File: src/sv/ocenv_pkg.sv
package ocenv_pkg;

  localparam int LIGHT_W  = 17;
  localparam int COEFF_W  = 25;
  localparam int WEIGHT_W = 17;
  localparam int OUT_W    = 16;
  localparam int LEVEL_W  = 32;
  localparam int IDX_W    = 3;
  localparam int FRAC_C   = 24;

  localparam logic [COEFF_W-1:0]  COEFF_ONE  = 25'h100_0000;
  localparam logic [WEIGHT_W-1:0] WEIGHT_ONE = 17'h1_0000;
  localparam logic [OUT_W-1:0]    LIGHT_ONE  = 16'h8000;

  typedef enum logic [IDX_W-1:0] {
    REG_ATTACK     = 3'd0,
    REG_FAST_REL   = 3'd1,
    REG_SLOW_ATK   = 3'd2,
    REG_MEM_RISE   = 3'd3,
    REG_MEM_FALL   = 3'd4,
    REG_FAST_WEIGHT = 3'd5
  } cfg_reg_t;

  typedef enum logic [2:0] {
    ST_IDLE,
    ST_LOAD,
    ST_FOLLOW,
    ST_BLEND,
    ST_MIX,
    ST_FINISH
  } state_t;

  function automatic logic [COEFF_W-1:0] sat_coeff(input logic [COEFF_W-1:0] c);
    return (c > COEFF_ONE) ? COEFF_ONE : c;
  endfunction

endpackage

File: src/sv/ocenv_if.sv
interface ocenv_in_if;
  logic                                   valid;
  logic                                   ready;
  logic signed [ocenv_pkg::LIGHT_W-1:0]   target_light;
  logic        [ocenv_pkg::COEFF_W-1:0]   slow_release_coeff;

  modport source (output valid, output target_light, output slow_release_coeff,
                  input ready);
  modport sink   (input valid, input target_light, input slow_release_coeff,
                  output ready);
endinterface

interface ocenv_out_if;
  logic                          valid;
  logic                          ready;
  logic [ocenv_pkg::OUT_W-1:0]   blended_light;
  logic [ocenv_pkg::OUT_W-1:0]   memory_level;

  modport source (output valid, output blended_light, output memory_level, input ready);
  modport sink   (input valid, input blended_light, input memory_level, output ready);
endinterface

interface ocenv_cfg_if;
  logic                            valid;
  logic                            ready;
  logic [ocenv_pkg::IDX_W-1:0]     index;
  logic [ocenv_pkg::COEFF_W-1:0]   data;

  modport source (output valid, output index, output data, input ready);
  modport sink   (input valid, input index, input data, output ready);
endinterface

File: src/sv/optical_cell_envelope.sv
// channel | dir | payload                                   | beat
// in_bus  | in  | target_light[16:0] s, slow_release_coeff  | valid & ready
// out_bus | out | blended_light[15:0], memory_level[15:0]    | valid & ready
// cfg_bus | in  | index[2:0], data[24:0]                    | valid & ready (ready tied high)
//
// From the input beat, three shift-add multipliers scan the 25 coefficient bits MSB first
// for the three cells, then two of them scan the weight for the blend. One item is in
// flight at a time; the input is ready in idle even while an earlier result waits in the
// output register.
// Synchronous active-low reset clears the cell levels and loads the default registers.
// A stalled result holds the finished item in its last state until the slot frees.
module optical_cell_envelope (
  input logic           clk,
  input logic           rst_n,
  ocenv_in_if.sink      in_bus,
  ocenv_out_if.source   out_bus,
  ocenv_cfg_if.sink     cfg_bus
);

  localparam int LW = ocenv_pkg::LEVEL_W;
  localparam int CW = ocenv_pkg::COEFF_W;
  localparam int PW = LW + CW;
  localparam int NCELL = 3;

  ocenv_pkg::state_t state_r, state_nxt;

  logic [CW-1:0] attack_r, fast_rel_r, slow_atk_r, mem_rise_r, mem_fall_r;
  logic [ocenv_pkg::WEIGHT_W-1:0] weight_r;

  logic [LW-1:0] lvl_r [NCELL];
  logic [LW-1:0] lvl_nxt [NCELL];
  logic [ocenv_pkg::OUT_W-1:0] tgt_r;
  logic [CW-1:0] srel_r;
  logic [NCELL-1:0] rise_r;

  logic out_valid_r;
  logic [ocenv_pkg::OUT_W-1:0] blend_r, memlvl_r;

  logic [LW-1:0] target;
  logic [CW-1:0] rise_c [NCELL];
  logic [CW-1:0] fall_c [NCELL];
  logic [NCELL-1:0] rise_now;
  logic [LW-1:0] diff [NCELL];

  logic [LW-1:0] mul_a [NCELL];
  logic [CW-1:0] mul_b [NCELL];
  logic [PW-1:0] mul_p [NCELL];
  logic [NCELL-1:0] mul_start;
  logic [NCELL-1:0] mul_busy;
  logic any_busy;

  logic [ocenv_pkg::WEIGHT_W-1:0] w_sat, w_inv;
  logic [47:0] mix_sum;

  logic in_take, out_load, lvl_upd;

  assign target = {tgt_r, 16'b0};
  assign rise_c[0] = attack_r;
  assign rise_c[1] = slow_atk_r;
  assign rise_c[2] = mem_rise_r;
  assign fall_c[0] = fast_rel_r;
  assign fall_c[1] = srel_r;
  assign fall_c[2] = mem_fall_r;

  assign w_sat = (weight_r > ocenv_pkg::WEIGHT_ONE) ? ocenv_pkg::WEIGHT_ONE : weight_r;
  assign w_inv = ocenv_pkg::WEIGHT_ONE - w_sat;

  always_comb begin
    for (int k = 0; k < NCELL; k++) begin
      mul_start[k] = (state_r == ocenv_pkg::ST_LOAD);
      mul_a[k] = diff[k];
      mul_b[k] = ocenv_pkg::sat_coeff(rise_now[k] ? rise_c[k] : fall_c[k]);
      if (state_r == ocenv_pkg::ST_BLEND && k < 2) begin
        mul_start[k] = 1'b1;
        mul_a[k] = lvl_r[k];
        mul_b[k] = (k == 0) ? CW'(w_sat) : CW'(w_inv);
      end
    end
  end

  for (genvar k = 0; k < NCELL; k++) begin : g_cell
    assign rise_now[k] = target > lvl_r[k];
    assign diff[k] = rise_now[k] ? (target - lvl_r[k]) : (lvl_r[k] - target);

    assign lvl_nxt[k] = rise_r[k] ? lvl_r[k] + mul_p[k][ocenv_pkg::FRAC_C +: LW]
                                  : lvl_r[k] - mul_p[k][ocenv_pkg::FRAC_C +: LW];

    ocenv_smul #(.A_W(LW), .B_W(CW)) u_mul (
      .clk   (clk),
      .rst_n (rst_n),
      .start (mul_start[k]),
      .a     (mul_a[k]),
      .b     (mul_b[k]),
      .busy  (mul_busy[k]),
      .prod  (mul_p[k])
    );

    always_ff @(posedge clk) begin
      if (!rst_n) begin
        lvl_r[k] <= '0;
      end else if (lvl_upd) begin
        lvl_r[k] <= lvl_nxt[k];
      end
    end
  end

  assign any_busy = |mul_busy;
  assign mix_sum  = mul_p[0][47:0] + mul_p[1][47:0];

  always_comb begin
    state_nxt = state_r;
    in_take   = 1'b0;
    out_load  = 1'b0;
    lvl_upd   = 1'b0;
    unique case (state_r)
      ocenv_pkg::ST_IDLE: begin
        if (in_bus.valid) begin
          in_take   = 1'b1;
          state_nxt = ocenv_pkg::ST_LOAD;
        end
      end
      ocenv_pkg::ST_LOAD: begin
        state_nxt = ocenv_pkg::ST_FOLLOW;
      end
      ocenv_pkg::ST_FOLLOW: begin
        if (!any_busy) begin
          lvl_upd   = 1'b1;
          state_nxt = ocenv_pkg::ST_BLEND;
        end
      end
      ocenv_pkg::ST_BLEND: begin
        state_nxt = ocenv_pkg::ST_MIX;
      end
      ocenv_pkg::ST_MIX: begin
        if (!any_busy) begin
          state_nxt = ocenv_pkg::ST_FINISH;
        end
      end
      ocenv_pkg::ST_FINISH: begin
        if (!out_valid_r || out_bus.ready) begin
          out_load  = 1'b1;
          state_nxt = ocenv_pkg::ST_IDLE;
        end
      end
      default: state_nxt = ocenv_pkg::ST_IDLE;
    endcase
  end

  always_ff @(posedge clk) begin
    if (!rst_n) begin
      state_r <= ocenv_pkg::ST_IDLE;
    end else begin
      state_r <= state_nxt;
    end
  end

  // clamp target to 0..1.0 on the input beat
  always_ff @(posedge clk) begin
    if (in_take) begin
      srel_r <= in_bus.slow_release_coeff;
      if (in_bus.target_light[ocenv_pkg::LIGHT_W-1]) begin
        tgt_r <= '0;
      end else if (in_bus.target_light[15:0] > ocenv_pkg::LIGHT_ONE) begin
        tgt_r <= ocenv_pkg::LIGHT_ONE;
      end else begin
        tgt_r <= in_bus.target_light[15:0];
      end
    end
    if (state_r == ocenv_pkg::ST_LOAD) begin
      rise_r <= rise_now;
    end
  end

  always_ff @(posedge clk) begin
    if (!rst_n) begin
      out_valid_r <= 1'b0;
    end else if (out_load) begin
      out_valid_r <= 1'b1;
    end else if (out_bus.ready) begin
      out_valid_r <= 1'b0;
    end
  end

  always_ff @(posedge clk) begin
    if (out_load) begin
      blend_r  <= mix_sum[47:32];
      memlvl_r <= lvl_r[2][LW-1 -: ocenv_pkg::OUT_W];
    end
  end

  always_ff @(posedge clk) begin
    if (!rst_n) begin
      attack_r   <= CW'(38000);
      fast_rel_r <= CW'(6340);
      slow_atk_r <= CW'(38000);
      mem_rise_r <= CW'(380);
      mem_fall_r <= CW'(76);
      weight_r   <= ocenv_pkg::WEIGHT_W'(32768);
    end else if (cfg_bus.valid) begin
      unique case (ocenv_pkg::cfg_reg_t'(cfg_bus.index))
        ocenv_pkg::REG_ATTACK:      attack_r   <= cfg_bus.data;
        ocenv_pkg::REG_FAST_REL:    fast_rel_r <= cfg_bus.data;
        ocenv_pkg::REG_SLOW_ATK:    slow_atk_r <= cfg_bus.data;
        ocenv_pkg::REG_MEM_RISE:    mem_rise_r <= cfg_bus.data;
        ocenv_pkg::REG_MEM_FALL:    mem_fall_r <= cfg_bus.data;
        ocenv_pkg::REG_FAST_WEIGHT: weight_r   <= cfg_bus.data[ocenv_pkg::WEIGHT_W-1:0];
        default: ;
      endcase
    end
  end

  assign in_bus.ready          = (state_r == ocenv_pkg::ST_IDLE);
  assign cfg_bus.ready         = 1'b1;
  assign out_bus.valid         = out_valid_r;
  assign out_bus.blended_light = blend_r;
  assign out_bus.memory_level  = memlvl_r;

endmodule

File: src/sv/ocenv_smul.sv
module ocenv_smul #(
  parameter int A_W = 32,
  parameter int B_W = 25
) (
  input  logic                   clk,
  input  logic                   rst_n,
  input  logic                   start,
  input  logic [A_W-1:0]         a,
  input  logic [B_W-1:0]         b,
  output logic                   busy,
  output logic [A_W+B_W-1:0]     prod
);

  localparam int CW = $clog2(B_W + 1);

  logic [A_W-1:0]     a_r;
  logic [B_W-1:0]     b_r;
  logic [A_W+B_W-1:0] acc_r;
  logic [A_W+B_W-1:0] acc_nxt;
  logic [CW-1:0]      cnt_r;

  always_comb begin
    acc_nxt = {acc_r[A_W+B_W-2:0], 1'b0};
    if (b_r[B_W-1]) begin
      acc_nxt = acc_nxt + {{B_W{1'b0}}, a_r};
    end
  end

  always_ff @(posedge clk) begin
    if (!rst_n) begin
      cnt_r <= '0;
    end else if (start) begin
      cnt_r <= CW'(B_W);
    end else if (cnt_r != '0) begin
      cnt_r <= cnt_r - 1'b1;
    end
  end

  always_ff @(posedge clk) begin
    if (start) begin
      a_r   <= a;
      b_r   <= b;
      acc_r <= '0;
    end else if (cnt_r != '0) begin
      acc_r <= acc_nxt;
      b_r   <= {b_r[B_W-2:0], 1'b0};
    end
  end

  assign busy = (cnt_r != '0);
  assign prod = acc_r;

endmodule

File: src/flat_wrapper.sv
// flat-port wrapper written by rule: the top's interface ports become plain ports
module optical_cell_envelope_flat 
  (clk, rst_n, in_bus_valid, in_bus_target_light, in_bus_slow_release_coeff, in_bus_ready, out_bus_valid, out_bus_blended_light, out_bus_memory_level, out_bus_ready, cfg_bus_valid, cfg_bus_index, cfg_bus_data, cfg_bus_ready);
  ocenv_in_if in_bus_i ();
  ocenv_out_if out_bus_i ();
  ocenv_cfg_if cfg_bus_i ();
  input logic clk;
  input logic rst_n;
  input wire logic [$bits(in_bus_i.valid)-1:0] in_bus_valid;
  input wire logic [$bits(in_bus_i.target_light)-1:0] in_bus_target_light;
  input wire logic [$bits(in_bus_i.slow_release_coeff)-1:0] in_bus_slow_release_coeff;
  output wire logic [$bits(in_bus_i.ready)-1:0] in_bus_ready;
  output wire logic [$bits(out_bus_i.valid)-1:0] out_bus_valid;
  output wire logic [$bits(out_bus_i.blended_light)-1:0] out_bus_blended_light;
  output wire logic [$bits(out_bus_i.memory_level)-1:0] out_bus_memory_level;
  input wire logic [$bits(out_bus_i.ready)-1:0] out_bus_ready;
  input wire logic [$bits(cfg_bus_i.valid)-1:0] cfg_bus_valid;
  input wire logic [$bits(cfg_bus_i.index)-1:0] cfg_bus_index;
  input wire logic [$bits(cfg_bus_i.data)-1:0] cfg_bus_data;
  output wire logic [$bits(cfg_bus_i.ready)-1:0] cfg_bus_ready;
  assign in_bus_i.valid = in_bus_valid;
  assign in_bus_i.target_light = in_bus_target_light;
  assign in_bus_i.slow_release_coeff = in_bus_slow_release_coeff;
  assign in_bus_ready = in_bus_i.ready;
  assign out_bus_valid = out_bus_i.valid;
  assign out_bus_blended_light = out_bus_i.blended_light;
  assign out_bus_memory_level = out_bus_i.memory_level;
  assign out_bus_i.ready = out_bus_ready;
  assign cfg_bus_i.valid = cfg_bus_valid;
  assign cfg_bus_i.index = cfg_bus_index;
  assign cfg_bus_i.data = cfg_bus_data;
  assign cfg_bus_ready = cfg_bus_i.ready;
  optical_cell_envelope u_core (.clk(clk), .rst_n(rst_n), .in_bus(in_bus_i), .out_bus(out_bus_i), .cfg_bus(cfg_bus_i));
endmodule
File: config.mk
export PLATFORM = sky130hd
export DESIGN_NAME = optical_cell_envelope_flat
export DESIGN_NICKNAME = d
export VERILOG_FILES = /design/src/sv/ocenv_pkg.sv /design/src/sv/ocenv_if.sv /design/src/sv/optical_cell_envelope.sv /design/src/sv/ocenv_smul.sv /design/src/flat_wrapper.sv
export SDC_FILE = /design/constraint.sdc
export NUM_CORES = 2
export LEC_CHECK = 0
export ABC_AREA = 1
export BUFFER_PORTS_ARGS = -buffer_cell sky130_fd_sc_hd__buf_4
export CAP_MARGIN = 40
export CORE_ASPECT_RATIO = 1.25
export CORE_MARGIN = 4
export CORE_UTILIZATION = 45
export CTS_CLUSTER_SIZE = 12
export DETAILED_ROUTE_END_ITERATION = 7
export PLACE_DENSITY = 0.66
export SLEW_MARGIN = 20
export SYNTH_ARGS = -nofsm -noshare
export SYNTH_HDL_FRONTEND = slang
export SYNTH_SLANG_ARGS = --single-unit
File: constraint.sdc
create_clock -name clk -period 5.8 [get_ports clk]
set_input_delay 0.87 -clock clk [delete_from_list [all_inputs] [get_ports clk]]
set_output_delay 0.87 -clock clk [all_outputs]
set_load 0.005 [all_outputs]
# Word-level counts from Yosys, hierarchy flattened
# Memories as Yosys holds them, arrays and structs flattened.
# Index checks and enable logic that the tools add are counted.
# totals
reg_bits	576
ramBits	96
inputBits	75
out_inout_bits	35
wordCells	152
memories	1
# classes
add_sub_neg	20
order_cmp	8
n_eq_ne	14
mux	54
n_bitwise	4
n_reduce_logical	22
# memory_table
name	depth	width	rd	rd_ports_with_merged_regs	wr	line_no	source
u_core.lvl_r	3	32	3	0	3	optical_cell_envelope.sv:30	logic [LW-1:0] lvl_r [NCELL];
# op_table
operator	count
32-bit two-way mux	11
25-bit two-way mux	14
32-bit subtractor	9
56-bit by 32-bit adder with 56-bit output	3
56-bit two-way mux	3
32-bit adder	3
32-bit greater-than comparator	3
25-bit greater-than comparator (second input constant)	3
48-bit adder	1
5-bit two-way mux	6
3-bit one-hot mux with 6 select lines	1
17-bit greater-than comparator (second input constant)	1
17-bit two-way mux	1
17-bit subtractor (first input constant)	1
16-bit greater-than comparator (second input constant)	1
16-bit two-way mux	1
5-bit nonzero test	3
5-bit by 1-bit subtractor with 5-bit output (second input constant)	3
1-bit two-way mux	13
3-bit by 2-bit == test with 1-bit output (second input constant)	4
3-bit == test (second input constant)	4
3-bit two-way mux	4
2-bit AND reduction	6
2-bit nonzero test	4
other kinds (11)	19

# Longest topological paths before layout
# logic_depth
depth_word	8
ltp_mapped	23
depth_no_buf	23

# Hierarchy
# Synthesis repeated with hierarchy kept, for this count alone.
# unflattened
cells_unflattened	8407
area_unflattened_um2	55650.9
# modules_own_cells
mod	instances	cells_per_inst	area_each_um2
optical_cell_envelope	1	4623	30625.6
ocenv_smul (u_core.g_cell[0].u_mul ...)	2	1260	8360.5
ocenv_smul (u_core.g_cell[1].u_mul)	1	1264	8304.2

# Worst setup path before layout
# Ideal clock, no wire load.
# synth_path
path_type	in2reg
start	input port rst_n
end	memory u_core.lvl_r[0][0] in the netlist's numbering (enable)
setup_ns	0.899
t_arrival_ns	3.292
t_required_ns	4.901
path_slack_ns	1.609
path_stages	4
n_path_buf	3
cell_sequence	clkbuf_1 > clkbuf_1 > clkbuf_1 > nand2_1
# synth_lines
item	line_no	source
start, declared	flat_wrapper.sv:8	input logic rst_n;
end, declared	optical_cell_envelope.sv:30	

# Worst setup path after layout
# layout_path
start	register u_core.tgt_r[1] in the netlist's numbering
end	register u_core.g_cell[2].u_mul.b_r[8], data pin
# layout_between
elab_chain_cells	5
# layout_rtl
item	line_no	source
start, declared	optical_cell_envelope.sv:32	logic [ocenv_pkg::OUT_W-1:0] tgt_r;
start signal, assigned	optical_cell_envelope.sv:164	tgt_r <= ocenv_pkg::LIGHT_ONE;
start signal, assigned	optical_cell_envelope.sv:166	tgt_r <= in_bus.target_light[15:0];
32-bit greater-than comparator (*)	optical_cell_envelope.sv:82	assign rise_now[k] = target > lvl_r[k];
25-bit two-way mux (*)	optical_cell_envelope.sv:72	mul_b[k] = ocenv_pkg::sat_coeff(rise_now[k] ? rise_c[k] : fall_c[k]);
25-bit greater-than comparator	ocenv_pkg.sv:34	return (c > COEFF_ONE) ? COEFF_ONE : c;
25-bit two-way mux (*)	ocenv_pkg.sv:34	
25-bit two-way mux (*)	ocenv_smul.sv:40	if (start) begin
end signal, assigned	ocenv_smul.sv:46	b_r <= {b_r[B_W-2:0], 1'b0};
end, declared	ocenv_smul.sv:17	logic [B_W-1:0] b_r;
# Mark *: on every way between the ends. The rest lies on a longest branch, timed or not.
# A chain may end at the register's enable or synchronous reset.

==> summary.txt <==
Timing
  – Fin crit share: 0.772
  – # setup viols final: 0
  – Final Hold Viols: 0
  – Setup TNS: 0 ns
  – Max-slew headroom: 0.474
  – Tmin final: 4.48 ns
  – Setup WS post-layout: 1.32 ns
  – Slew at the pin closest to its max-slew limit: 0.788 ns
  – Clk_skew: 0.0428 ns
  – Max-slew violations: 0
  – RSZ-0062 raised after global routing: no
  – Maximum clock rate: 223 MHz

Global routing
  – Vias in the first global route: 46800
  – Initial antenna violation count: 0
  – GRT overflow: 0
  – First-pass GRT wire length: 273000 um
  – Largest net degree at the start of global routing: 110
  – GRT Overall Usage: 0.297

Worst setup path
  – CP endpoint kind: flop
  – Worst EP required: 6.38 ns
  – R2R depth: 18
  – Crit path max fanout: 60
  – Startpoint class of the critical path: flop
  – Critical Path AT: 5.06 ns
  – Worst Setup Path Type: reg2reg

Floorplan
  – DIE AREA: 0.118 mm2
  – IO Count: 110
  – Die W: 308 um
  – Die height: 382 um
  – Starting density of the core: 0.453
  – Core Area: 0.111 mm2
  – FP Rows: 137

Clocking
  – Worst skew pair latency: 0.72 ns
  – TritonCTS Buffers: 78
  – Post_cts resized: 0
  – CTS tree: done
  – Clock Sinks: 672
  – Clock Path Buffers: 3
  – Cts hold-fix bufs: 0
  – Clk slew on worst S/H paths: 0.06 ns
  – Clock Tree Root: clkbuf_16
  – Htree depth: 3
  – Postcts setup bufs: 0

Synth
  – Synthesis-stage register bit count: 672
  – Largest area contributor in the netlist: edfxtp_1
  – Avg Cell Area, Syn: 6.95 um2
  – Syn Nets: 7688
  – Cell Area, Synth: 0.0505 mm2
  – Synth top area cells: edfxtp_1, dfxtp_1, nand2_1
  – Ys async rst share: 0
  – Top post-synthesis cells by count: nand2_1, inv_1, nor2_1
  – Synth unique cells: 58
  – Count leader, synth: nand2_1
  – Synthesis warning total: 0
  – Synth Flop Type: edfxtp_1
  – Post-synthesis instance total: 7266
  – Top cell type's share of synthesized area: 0.204
  – Number of synthesized flops with an enable pin: 343
  – Seq/Total Area, Yosys: 0.335

Placed design
  – Dpl cell area: 0.0527 mm2
  – Port-buffer cells: 108
  – Pre-CTS setup slack: 1.28 ns
  – DP Cell Count: 8654
  – DP HPWL: 140000 um
  – Final Wtd Congestion: 1.00

Routing
  – Vias: 49700
  – DRC: 0
  – DR WL/cell: 20.5 um
  – Metal3 WL: 10200 um
  – Initial DRC Count: 4016
  – DR vias/cell: 5.65
  – Met1 Wirelength: 74100 um
  – Routed Antenna Nets: 0
  – Met2 wire length: 85200 um
  – WL final: 181000 um
  – Drt pass-1 iters: 7
  – Top layer reached by signal wires: met4

Pwr
  – VDD IR-drop max: 0.000321 V
  – Leakage power: 25.2 nW
  – Pwr Density: 621 mW/mm2

Layout
  – Post-Layout Cell Count: 8804
  – Layout area overhead: 9.78%
  – Fraction of final layout cells with drive strength greater than 1: 0.0502
  – Finished Cell Area: 0.0554 mm2
  – Utilization after layout: 0.497
  – Nets: 7702
  – Diode count: 0

Outcome
  – Status: finished, final reports clean

Worst hold path
  – Hold path cells: 1
  – Min-delay worst type: in2reg

Job
  – Max_cap viols: 0
==> through the flow <==
stage / hold slack, ns / power (W)
2_1_floorplan: 0.424 / 0.0228
3_3_place_gp: 0.436 / 0.0287
3_5_place_dp: 0.443 / 0.0288
4_1_cts: 0.294 / 0.0342
5_1_grt: 0.299 / 0.0373
6_report: 0.342 / 0.0344
==> kinds of logic (layout without fill, tap and decap cells) <==
kind of cell | count (synthesis) | after routing | synth area share
buffers and inverters | 1132 | 1211 | 0.0862
other | 1 | 1 | 0.0000743
AOI/OAI and AO/OA | 1741 | 1741 | 0.187
muxes | 7 | 7 | 0.00139
adders and majority gates | 347 | 347 | 0.0874
xor gates and xnor gates | 299 | 299 | 0.0519
and+or+nand+nor | 3067 | 3067 | 0.252
DFF | 672 | 672 | 0.335
==> critical path: stages (launching register included) <==
cell and delay [ns]:
edfxtp_1 0.58, inv_1 0.23, ha_1 0.43, inv_1 0.09, nor3_2 0.24, nand2_1 0.09, nor2_2 0.13, nand4_4 0.33
nand2_4 0.72, inv_2 0.39, nand2_1 0.14, nand2_1 0.08, nor2_1 0.09, nand3_1 0.07, nor2_1 0.12, nand2_1 0.09
nand2_2 0.33, nand2_1 0.11, nand2_1 0.08
==> per-layer routing <==
metal,vias to the layer above,track usage
met5,-,0
met4,0,0.160
met3,424,0.0380
met2,1718,0.507
met1,23200,0.364
li1,24300,-
==> state kept, by name (all words and copies together) (netlist names), 25 cells and up <==
signal	count
u_core.g_cell.u_mul.prod	168
u_core.g_cell.u_mul.a_r	96
u_core.lvl_r	96
u_core.g_cell.u_mul.b_r	75
u_core.attack_r	25
u_core.fast_rel_r	25
u_core.mem_fall_r	25
u_core.mem_rise_r	25
u_core.slow_atk_r	25
u_core.srel_r	25
==> report_power, final <==
part,internal [W],total (W),switching (W)
clock network,0.00292,0.00517,0.00225
logic,0.00677,0.0204,0.0137
registers,0.00692,0.00881,0.00190
total,0.0166,0.0344,0.0178
==> layout make-up <==
cell class / count / area [um2]
fillers: 11200 / 56000
multi-input cells: 5462 / 29300
flip-flops and latches: 672 / 16900
inverters: 902 / 3390
clock buffers: 116 / 2290
well taps: 1459 / 1830
repair buffers: 164 / 1340
clock inverters: 29 / 373
==> worst paths after layout <==
kind | start | end | slack [ns]
hold / removal | in_bus_slow_release_coeff[0] | u_core.srel_r[0]$_DFFE_PP_ | 0.34
setup / recovery | u_core.tgt_r[1]$_SDFFCE_PP0P_ | u_core.g_cell[2].u_mul.b_r[8]$_DFFE_PP_ | 1.32
setup reg to reg | u_core.tgt_r[1]$_SDFFCE_PP0P_ | u_core.g_cell[2].u_mul.b_r[8]$_DFFE_PP_ | 1.32
hold reg to reg | u_core.mem_rise_r[21]$_SDFFE_PN0P_ | u_core.mem_rise_r[21]$_SDFFE_PN0P_ | 0.45
==> cells in the final DEF, fill, tap and decap left out, drive strengths merged, types with 3 or more instances in the layout <==
| cell type | instances |
|---|---|
| o22ai | 6 |
| nor4 | 38 |
| a21o | 55 |
| or2 | 46 |
| clkbuf | 117 |
| mux2i | 7 |
| o21a | 21 |
| nor3b | 5 |
| and3 | 7 |
| dfxtp | 329 |
| o211ai | 23 |
| nor3 | 126 |
| xnor2 | 44 |
| o21bai | 50 |
| ha | 338 |
| nand3b | 6 |
| nor2 | 856 |
| xor2 | 255 |
| o221ai | 25 |
| o31ai | 11 |
| clkinv | 26 |
| nand2 | 1503 |
| a31oi | 55 |
| inv | 900 |
| edfxtp | 343 |
| o21ai | 695 |
| a211oi | 12 |
| buf | 162 |
| nand4 | 67 |
| fa | 9 |
| a21boi | 14 |
| a221oi | 9 |
| a21oi | 754 |
| bufinv | 3 |
| nand3 | 411 |
(Power assumes the default switching activity.)
